<file path="src/rtl/rgbn_pkg.sv">
// Shared constants and types for the RGB normalise and colour correct block.
package rgbn_pkg;

  localparam int unsigned INPUT_WIDTH_DEF = 16;
  localparam int unsigned CH_W            = 8;   // normalised channel width
  localparam int unsigned Y_W             = 11;  // B + 3G + R of 8-bit channels
  localparam int unsigned Z_W             = 10;  // 65535 / Y with Y >= 127
  localparam int unsigned REM_W           = 12;
  localparam int unsigned SC_W            = 10;  // bits 15..6 of the scaled channel
  localparam int unsigned DIV_STAGES      = 5;
  localparam int unsigned DIV_STEPS       = 2;   // quotient bits per divider stage
  localparam int unsigned DRV_W           = 8;

  // The top six dividend bits of 65535 leave this remainder, since Y is above it.
  localparam logic [REM_W-1:0] REM_INIT   = REM_W'(63);
  localparam logic [CH_W-1:0]  TOP_LOW    = CH_W'(127);

  typedef logic [15:0] word_t;
  typedef logic [CH_W-1:0] ch_t;

  // Mixing weights as 16-bit two's complement, rows red, green, blue drive.
  localparam word_t MIX_W [3][3] = '{
    '{16'd29,      16'hfffc,  16'hffff},
    '{16'hfffe,    16'd127,   16'hffe6},
    '{16'd1,       16'hffef,  16'd56}
  };

endpackage

</file>
<file path="src/rtl/rgbn_div.sv">
// Pipelined restoring divider that forms 65535 / y, two quotient bits a stage.
module rgbn_div (
  input  logic                 clk,
  input  logic                 en,
  input  logic [rgbn_pkg::Y_W-1:0] y,
  output logic [rgbn_pkg::Z_W-1:0] q
);
  import rgbn_pkg::*;

  logic [Y_W-1:0]   y_q   [DIV_STAGES];
  logic [REM_W-1:0] rem_q [DIV_STAGES];
  logic [Z_W-1:0]   quo_q [DIV_STAGES];

  for (genvar s = 0; s < DIV_STAGES; s++) begin : g_stage
    logic [Y_W-1:0]   y_in;
    logic [REM_W-1:0] rem_in;
    logic [Z_W-1:0]   quo_in;
    logic [REM_W-1:0] rem_next;
    logic [Z_W-1:0]   quo_next;

    if (s == 0) begin : g_first
      assign y_in   = y;
      assign rem_in = REM_INIT;
      assign quo_in = '0;
    end else begin : g_rest
      assign y_in   = y_q[s-1];
      assign rem_in = rem_q[s-1];
      assign quo_in = quo_q[s-1];
    end

    always_comb begin
      logic [REM_W-1:0] r;
      logic [REM_W-1:0] t;
      logic [Z_W-1:0]   qq;
      r  = rem_in;
      qq = quo_in;
      // Every dividend bit below the top six is a one.
      for (int b = 0; b < DIV_STEPS; b++) begin
        t = {r[REM_W-2:0], 1'b1};
        if (t >= {1'b0, y_in}) begin
          r  = t - {1'b0, y_in};
          qq = {qq[Z_W-2:0], 1'b1};
        end else begin
          r  = t;
          qq = {qq[Z_W-2:0], 1'b0};
        end
      end
      rem_next = r;
      quo_next = qq;
    end

    always_ff @(posedge clk) begin
      if (en) begin
        y_q[s]   <= y_in;
        rem_q[s] <= rem_next;
        quo_q[s] <= quo_next;
      end
    end
  end

  assign q = quo_q[DIV_STAGES-1];

endmodule

</file>
<file path="src/rtl/rgb_normalise_colour_correct_top.sv">
// Top level of the RGB normalise and colour correct pipeline.
// Fully pipelined through eleven register stages: one beat may enter every cycle while
// the output is not stalled. The stages are normalise input, common shift, sum, five-stage
// divider, scale, multiply and add. A stalled output holds the whole pipeline. Readings of
// zero on all three channels give zero drive values with black_input set.
module rgb_normalise_colour_correct_top #(
  parameter int unsigned INPUT_WIDTH = rgbn_pkg::INPUT_WIDTH_DEF
) (
  input  logic clk,
  input  logic rst,
  input  logic s_tvalid,
  output logic s_tready,
  // red_in, green_in, blue_in from bit 0 up, zero filled to whole bytes
  input  logic [((3*INPUT_WIDTH+7)/8)*8-1:0] s_tdata,
  output logic m_tvalid,
  input  logic m_tready,
  // red_drive, green_drive, blue_drive from bit 0 up
  output logic [23:0] m_tdata,
  // black_input
  output logic [0:0]  m_tuser
);
  import rgbn_pkg::*;

  localparam int unsigned LAT  = 11;
  localparam int unsigned POSW = $clog2(INPUT_WIDTH);

  logic            en;
  logic [LAT-1:0]  vld;

  assign en       = !vld[LAT-1] || m_tready;
  assign s_tready = en;

  always_ff @(posedge clk) begin
    if (rst) begin
      vld <= '0;
    end else if (en) begin
      vld <= {vld[LAT-2:0], s_tvalid};
    end
  end

  // Stage 1: split and find the largest reading.
  logic [INPUT_WIDTH-1:0] raw [3];
  logic [INPUT_WIDTH-1:0] raw1 [3];
  logic [INPUT_WIDTH-1:0] top_next, top1;
  logic                   blk1;

  always_comb begin
    for (int k = 0; k < 3; k++) begin
      raw[k] = s_tdata[k*INPUT_WIDTH +: INPUT_WIDTH];
    end
    top_next = raw[0];
    if (raw[1] > top_next) begin
      top_next = raw[1];
    end
    if (raw[2] > top_next) begin
      top_next = raw[2];
    end
  end

  always_ff @(posedge clk) begin
    if (en) begin
      raw1 <= raw;
      top1 <= top_next;
      blk1 <= (top_next == '0);
    end
  end

  // Stage 2: one common shift brings the largest reading into 127..255.
  logic [POSW-1:0] pos;
  ch_t             ch_next [3];
  ch_t             ch2 [3];
  logic            blk2;

  always_comb begin
    pos = '0;
    for (int i = 0; i < INPUT_WIDTH; i++) begin
      if (top1[i]) begin
        pos = POSW'(i);
      end
    end
    for (int k = 0; k < 3; k++) begin
      if (pos >= POSW'(8)) begin
        ch_next[k] = CH_W'(raw1[k] >> (pos - POSW'(7)));
      end else if (top1 < INPUT_WIDTH'(TOP_LOW)) begin
        ch_next[k] = CH_W'(raw1[k] << (POSW'(7) - pos));
      end else begin
        ch_next[k] = CH_W'(raw1[k]);
      end
    end
  end

  always_ff @(posedge clk) begin
    if (en) begin
      ch2  <= ch_next;
      blk2 <= blk1;
    end
  end

  // Stage 3: luminance-like sum for the divider.
  logic [Y_W-1:0] y3;
  ch_t            ch3 [3];
  logic           blk3;

  always_ff @(posedge clk) begin
    if (en) begin
      y3   <= Y_W'(ch2[2]) + Y_W'(ch2[1]) + Y_W'({ch2[1], 1'b0}) + Y_W'(ch2[0]);
      ch3  <= ch2;
      blk3 <= blk2;
    end
  end

  // Stages 4 to 8: divider, channels ride alongside.
  logic [Z_W-1:0] zq;
  ch_t            chd  [DIV_STAGES][3];
  logic           blkd [DIV_STAGES];

  rgbn_div u_div (
    .clk (clk),
    .en  (en),
    .y   (y3),
    .q   (zq)
  );

  always_ff @(posedge clk) begin
    if (en) begin
      chd[0]  <= ch3;
      blkd[0] <= blk3;
      for (int s = 1; s < DIV_STAGES; s++) begin
        chd[s]  <= chd[s-1];
        blkd[s] <= blkd[s-1];
      end
    end
  end

  // Stage 9: scale each channel by the reciprocal, product wrapped to 16 bits.
  logic [SC_W-1:0] sc9 [3];
  logic            blk9;
  word_t           scaled [3];

  always_comb begin
    for (int k = 0; k < 3; k++) begin
      scaled[k] = word_t'(chd[DIV_STAGES-1][k]) * word_t'(zq);
    end
  end

  always_ff @(posedge clk) begin
    if (en) begin
      for (int k = 0; k < 3; k++) begin
        sc9[k] <= scaled[k][15:6];
      end
      blk9 <= blkd[DIV_STAGES-1];
    end
  end

  // Stage 10: matrix products, wrapped to 16 bits.
  word_t prod10 [3][3];
  logic  blk10;

  always_ff @(posedge clk) begin
    if (en) begin
      for (int r = 0; r < 3; r++) begin
        for (int k = 0; k < 3; k++) begin
          prod10[r][k] <= 16'({6'd0, sc9[k]} * MIX_W[r][k]);
        end
      end
      blk10 <= blk9;
    end
  end

  // Stage 11: wrapped sums, drive is bits 14..7.
  word_t              sum11 [3];
  logic [DRV_W-1:0]   drv   [3];
  logic               blk11;

  always_comb begin
    for (int r = 0; r < 3; r++) begin
      sum11[r] = prod10[r][0] + prod10[r][1] + prod10[r][2];
    end
  end

  always_ff @(posedge clk) begin
    if (en) begin
      for (int r = 0; r < 3; r++) begin
        drv[r] <= blk10 ? '0 : sum11[r][14:7];
      end
      blk11 <= blk10;
    end
  end

  assign m_tvalid = vld[LAT-1];
  assign m_tdata  = {drv[2], drv[1], drv[0]};
  assign m_tuser  = blk11;

endmodule

</file>
<file path="config.mk">
export PLATFORM = sky130hd
export DESIGN_NAME = rgb_normalise_colour_correct_top
export DESIGN_NICKNAME = d
export VERILOG_FILES = /design/src/rtl/rgbn_pkg.sv /design/src/rtl/rgbn_div.sv /design/src/rtl/rgb_normalise_colour_correct_top.sv
export SDC_FILE = /design/constraint.sdc
export NUM_CORES = 2
export LEC_CHECK = 0
export BUFFER_PORTS_ARGS = -buffer_cell sky130_fd_sc_hd__buf_2
export CORE_MARGIN = 3
export CORE_UTILIZATION = 55
export DETAILED_ROUTE_END_ITERATION = 16
export HOLD_SLACK_MARGIN = 0.05
export MAX_ROUTING_LAYER = met4
export PLACE_DENSITY = 0.74
export SLEW_MARGIN = 20
export SYNTH_ARGS = -nofsm -noshare
export SYNTH_HDL_FRONTEND = slang
export SYNTH_HIERARCHICAL = 1
export SYNTH_SLANG_ARGS = --single-unit
</file>
<file path="constraint.sdc">
create_clock -name clk -period 15.25 [get_ports clk]
set_input_delay 0 -clock clk [delete_from_list [all_inputs] [get_ports clk]]
set_output_delay 0 -clock clk [all_outputs]
set_load 0.02 [all_outputs]
</file>
# Word-level counts from Yosys, hierarchy flattened
# Memories as Yosys holds them, arrays and structs flattened. A register that Yosys moved wholly into a read port is not among the register bits.
# Index checks and enable logic that the tools add are counted.
[classes]
order_cmp = 14
reduce_logical = 3
n_mux = 48
shifts = 6
n_addsub = 21
n_mul = 11
[op_table]
columns = ["cell", "n"]
rows = [
  ["greater-or-equal comparator 12 x 11 -> 1 bit", 9],
  ["adder 15 bit", 6],
  ["2-to-1 mux 8 bit", 9],
  ["2-to-1 mux 12 bit", 5],
  ["subtractor 12 x 11 -> 12 bit", 5],
  ["2-to-1 mux 4 bit", 14],
  ["2-to-1 mux 11 bit", 5],
  ["multiplier 8 x 10 -> 16 bit", 3],
  ["left shift 16 x 4 -> 8 bit", 3],
  ["right shift 16 x 4 -> 8 bit", 3],
  ["subtractor 11 bit", 4],
  ["greater-than comparator 16 bit", 2],
  ["2-to-1 mux 16 bit", 2],
  ["multiplier 10 x 15 -> 15 bit, second input constant", 2],
  ["zero test 16 bit", 1],
  ["< comparator 16 x 7 -> 1 bit, second input constant", 1],
  ["multiplier 10 x 7 -> 16 bit, second input constant", 1],
  ["multiplier 11 x 6 -> 16 bit, second input constant", 1],
  ["multiplier 10 x 5 -> 15 bit, second input constant", 1],
  ["multiplier 10 x 14 -> 14 bit, second input constant", 1],
  ["multiplier 10 x 3 -> 13 bit, second input constant", 1],
  ["2-to-1 mux 1 bit", 13],
  ["multiplier 11 x 1 -> 12 bit, second input constant", 1],
  ["adder 10 x 8 -> 11 bit", 1],
  ["other kinds (9)", 9],
]
[totals]
ramBits = 488
ff_bits = 139
memories = 8
in_bits = 52
output_inout_bits = 27
elab_cells = 128
[mem_list]
columns = ["name", "words", "width", "rd", "rd_clocked_by_memory_dff", "write_ports", "line", "source"]
rows = [
  ["prod10", 3, 48, 3, 0, 3, "rgb_normalise_colour_correct_top.sv:156", "word_t prod10 [3][3];"],
  ["chd", 5, 24, 5, 0, 5, "rgb_normalise_colour_correct_top.sv:114", "ch_t chd [DIV_STAGES][3];"],
  ["u_div.rem_q", 5, 12, 4, 0, 5, "rgbn_div.sv:11", "logic [REM_W-1:0] rem_q [DIV_STAGES];"],
  ["u_div.y_q", 5, 11, 4, 0, 5, "rgbn_div.sv:10", "logic [Y_W-1:0] y_q [DIV_STAGES];"],
  ["u_div.quo_q", 5, 10, 5, 0, 5, "rgbn_div.sv:12", "logic [Z_W-1:0] quo_q [DIV_STAGES];"],
  ["sc9", 3, 10, 3, 0, 3, "rgb_normalise_colour_correct_top.sv:136", "logic [SC_W-1:0] sc9 [3];"],
  ["+2 memories", "-", "-", "-", "-", "-", "-", ""],
]

# Logic depth before layout (Yosys ltp)
[depth]
depth_word = 19
depth_mapped = 20
ltp_nobuf = 17

# Hierarchy
# The synthesis kept the hierarchy.
[by_module_without_submodules]
columns = ["mod", "area_each_um2", "cells_per_inst", "instances"]
rows = [
  ["rgb_normalise_colour_correct_top", 34139.0, 2865, 1],
  ["rgbn_div", 8310.5, 764, 1],
]

# Least setup slack after synthesis
# Ideal clock, no wire load.
[synth_path]
path_kind = "reg2reg"
from = "register vld[10]"
to = "register blk1, enable pin"
slack_ns = -1.229
arrival_time_ns = 15.359
period_less_slack_ns = 16.479
required_ns = 14.130
path_stages_with_launch = 4
cell_sequence = "dfxtp_1 > nor2b_1 > inv_1 > clkbuf_1"
[synth_via]
elab_chain_len = 2
[synth_rtl]
columns = ["item", "line", "source"]
rows = [
  ["start, declared", "rgb_normalise_colour_correct_top.sv:28", "logic [LAT-1:0] vld;"],
  ["start signal, assigned", "rgb_normalise_colour_correct_top.sv:37", "vld <= {vld[LAT-2:0], s_tvalid};"],
  ["zero test 1 bit", "rgb_normalise_colour_correct_top.sv:30", "assign en = !vld[LAT-1] || m_tready;"],
  ["logical OR 1 bit", "rgb_normalise_colour_correct_top.sv:30", ""],
  ["net s_tready", "rgb_normalise_colour_correct_top.sv:12", "output logic s_tready,"],
  ["end signal, assigned", "rgb_normalise_colour_correct_top.sv:64", "blk1 <= (top_next == '0);"],
  ["end, declared", "rgb_normalise_colour_correct_top.sv:45", "logic blk1;"],
]
# The timed path passes the listed nets, and every way through them passes these cells.
# A chain may end at the register's enable or synchronous reset.

==> summary.md <==
| Metric | Value |
|---|---|
| Gpl congestion | 0.956 |
| Slew Viols, Final | 0 |
| Vias in the first global route | 28200 |
| CTS sink count | 545 |
| First-pass GRT wire length | 148000 um |
| Tot GR Track Use | 0.235 |
| Pre-Repair DR Iteration Count | 6 |
| Crit-path max FO | 24 |
| Die area | 0.0806 mm^2 |
| Multi-input logic area | 0.0239 mm^2 |
| Initial Util | 0.557 |
| Fill count | 5962 |
| Worst slew margin | 0.298 |
| Fin crit period | 5.32 ns |
| Initial antenna violation count | 0 |
| Synth Instances | 3629 |
| Total gr overflow | 0 |
| Die H | 284 um |
| Slew @ Worst Pin | 1.05 ns |
| Total setup buffers inserted after CTS | 0 |
| Core box area | 0.0762 mm^2 |
| Max Fclk | 188 MHz |
| Mapped cell area | 0.0424 mm^2 |
| Most instantiated cells after synthesis | 534 x edfxtp_1, 503 x inv_1, 450 x ha_1 |
| Sequential fraction of the synthesis area | 0.383 |
| Total wire length | 89800 um |
| Yosys cell types | 91 |
| I/O pins | 79 |
| Hold Path Class | in2reg |
| Final number of setup-violating endpoints | 0 |
| Worst-Skew Late Latency | 0.63 ns |
| H-tree level count | 2 |
| Period utilization | 0.349 |
| Largest net degree at the start of global routing | 170 |
| Total number of vias | 27300 |
| DRC Markers | 0 |
| Max Cap Viol | 0 |
| Yosys top cell area share | 0.378 |
| CP arrival | 5.69 ns |
| Root Driver | clkbuf_16 |
| Synth top area cells | edfxtp_1 38%, fa_1 16%, ha_1 13% |
| Clock transition at the registers of the reported paths | 0.06 ns |
| Nets | 4583 |
| Critical Path RT | 15.62 ns |
| Port Buffers | 78 |
| Clock buffer depth | 3 |
| Synth area leader | edfxtp_1 |
| Seq cells post-synth | 545 |
| Status | finished clean |
| Critical path startpoint category | register |
| Area Overhead vs Synth | 8.99% |
| Setup Skew | 0.0262 ns |
| Asr flop ratio synth | 0 |
| Primary FF master, synth | edfxtp_1 |
| Die Wd | 284 um |
| Num CTS Buffers | 58 |
| Vias/cell | 5.66 |
| Yosys warning total | 6 |
| Antenna Violating Nets Remaining | 0 |
| Initial DRC count | 1979 |
| Share of cells above drive strength 1 | 0.0821 |
| Cell with the most instances after synthesis | edfxtp_1 |
| CTS tree | yes |
| RSZ-0062 raised after global routing | false |
| CP Class | reg2reg |
| Diode count | 0 |
| DR WL/cell | 18.6 um |
| HPWL after DPL | 68300 um |
| Endpoints failing hold | 0 |
| Syn Nets | 4468 |
| Reg area | 0.0163 mm^2 |
| Syn Area/Cell | 11.7 um^2 |
| CP endpoint kind | register |
| Std-Cell Rows | 101 |
| Number of flops mapped to enable cells by yosys | 534 |
| Setup TNS | 0 ns |
## placed cells by master, fill, tap and decap left out, types with 12 or more instances in the layout
cell type	synthesis	routed
a211oi_1	28	28
a21o_1	41	41
a21oi_1	171	171
a221oi_1	14	14
a22oi_1	16	16
a31oi_1	21	21
and2_1	125	125
and3_1	23	23
buf_2	14	78
buf_4	4	15
clkbuf_16	0	61
dlygate4sd3_1	0	53
edfxtp_1	534	534
fa_1	337	337
ha_1	450	450
inv_1	503	502
mux2_2	46	46
mux2i_1	64	64
mux4_2	39	39
nand2_1	247	247
nand2b_1	17	17
nand3_1	50	50
nand4_1	28	28
nor2_1	150	150
nor2b_1	37	37
nor3_1	61	61
nor4_1	15	15
o211ai_1	14	14
o21a_1	24	24
o21ai_0	77	77
o21bai_1	26	26
or3_1	12	12
xnor2_1	175	175
xor2_1	38	38
## layout make-up
class,instances,share of cell area
multi-input combinational,2488,0.516
sequential,545,0.351
inverter,504,0.0411
clock buffer,69,0.0339
tap,1030,0.0279
timing repair buffer,147,0.0228
clock inverter,37,0.00676
## worst max-delay path: stages (launching register included)
cell	delay, ns
edfxtp_1	0.90
nand2_1	0.17
fa_1	0.51
fa_1	0.49
inv_1	0.06
fa_1	0.51
fa_1	0.49
ha_1	0.35
and3_1	0.20
a21oi_1	0.10
o21ai_1	0.13
o41ai_1	0.61
o211ai_1	0.26
a21oi_1	0.22
xnor2_1	0.07
## logic make-up (layout without fill, tap and decap cells)
| logic type | Yosys count | after routing | share of synthesized area |
|---|---|---|---|
| multiplexers | 160 | 160 | 0.0516 |
| flip-flops | 545 | 545 | 0.383 |
| AND/OR/NAND/NOR | 795 | 795 | 0.0918 |
| other | 1 | 1 | 0.0000883 |
| buffers and inverters | 596 | 757 | 0.0545 |
| AO/OA/AOI/OAI | 532 | 532 | 0.0836 |
| adder cells (fa/ha/maj) | 787 | 787 | 0.292 |
| XOR/XNOR | 213 | 213 | 0.0439 |
## metal layers
layer | vias up | GRT usage | part of all wire
met5 | - | - | 0
met4 | 0 | 0.0759 | 0.035
met3 | 181 | 0.0239 | 0.044
met2 | 723 | 0.410 | 0.51
met1 | 13500 | 0.288 | 0.41
li1 | 12900 | - | -
## flip-flops by register name, summed over array words and instances, names as in the netlist
signal	cells
vld	11
blk2	1
sc9	30
prod10	108
y3	11
m_tuser	1
blk9	1
chd	120
blk3	1
blk1	1
top1	16
u_div/quo_q	30
ch2	24
u_div/rem_q	44
u_div/y_q	44
drv	24
blk10	1
raw1	48
blkd	5
ch3	24
## what timing repair did
| action | in CTS | in global routing |
|---|---|---|
| hold buffers | 53 | 0 |
| gates resized for setup | 0 | 0 |
| endpoints found under the hold margin | 76 | 0 |
## path summary, 6_finish.rpt
| check | start | endpoint | slack (ns) | cells past startpoint |
|---|---|---|---|---|
| max | u_div/quo_q[0][36] | sc9[0][9] | 9.93 | 14 |
| min | s_tdata[9] | raw1[41] | 0.12 | 2 |
| max reg2reg | u_div/quo_q[0][36] | sc9[0][9] | 9.93 | 14 |
| min reg2reg | ch3[16] | chd[0][16] | 0.41 | 0 |
## metrics by stage
step	instance area, um^2	hold WS, ns	setup WS, ns	cells	util
2_1_floorplan	42500	0.0691	7.18	3629	-
3_3_place_gp	43800	0.209	10.02	4661	0.575
3_5_place_dp	43800	0.210	9.91	4661	0.575
4_1_cts	46300	0.0773	9.90	4820	0.607
5_1_grt	46300	0.108	9.55	4820	0.607
6_report	46300	0.121	9.93	4820	0.607
Power is left out: the tool's default activity adds up to more than one toggle a clock period on the data nets, which glitch-free logic cannot reach.
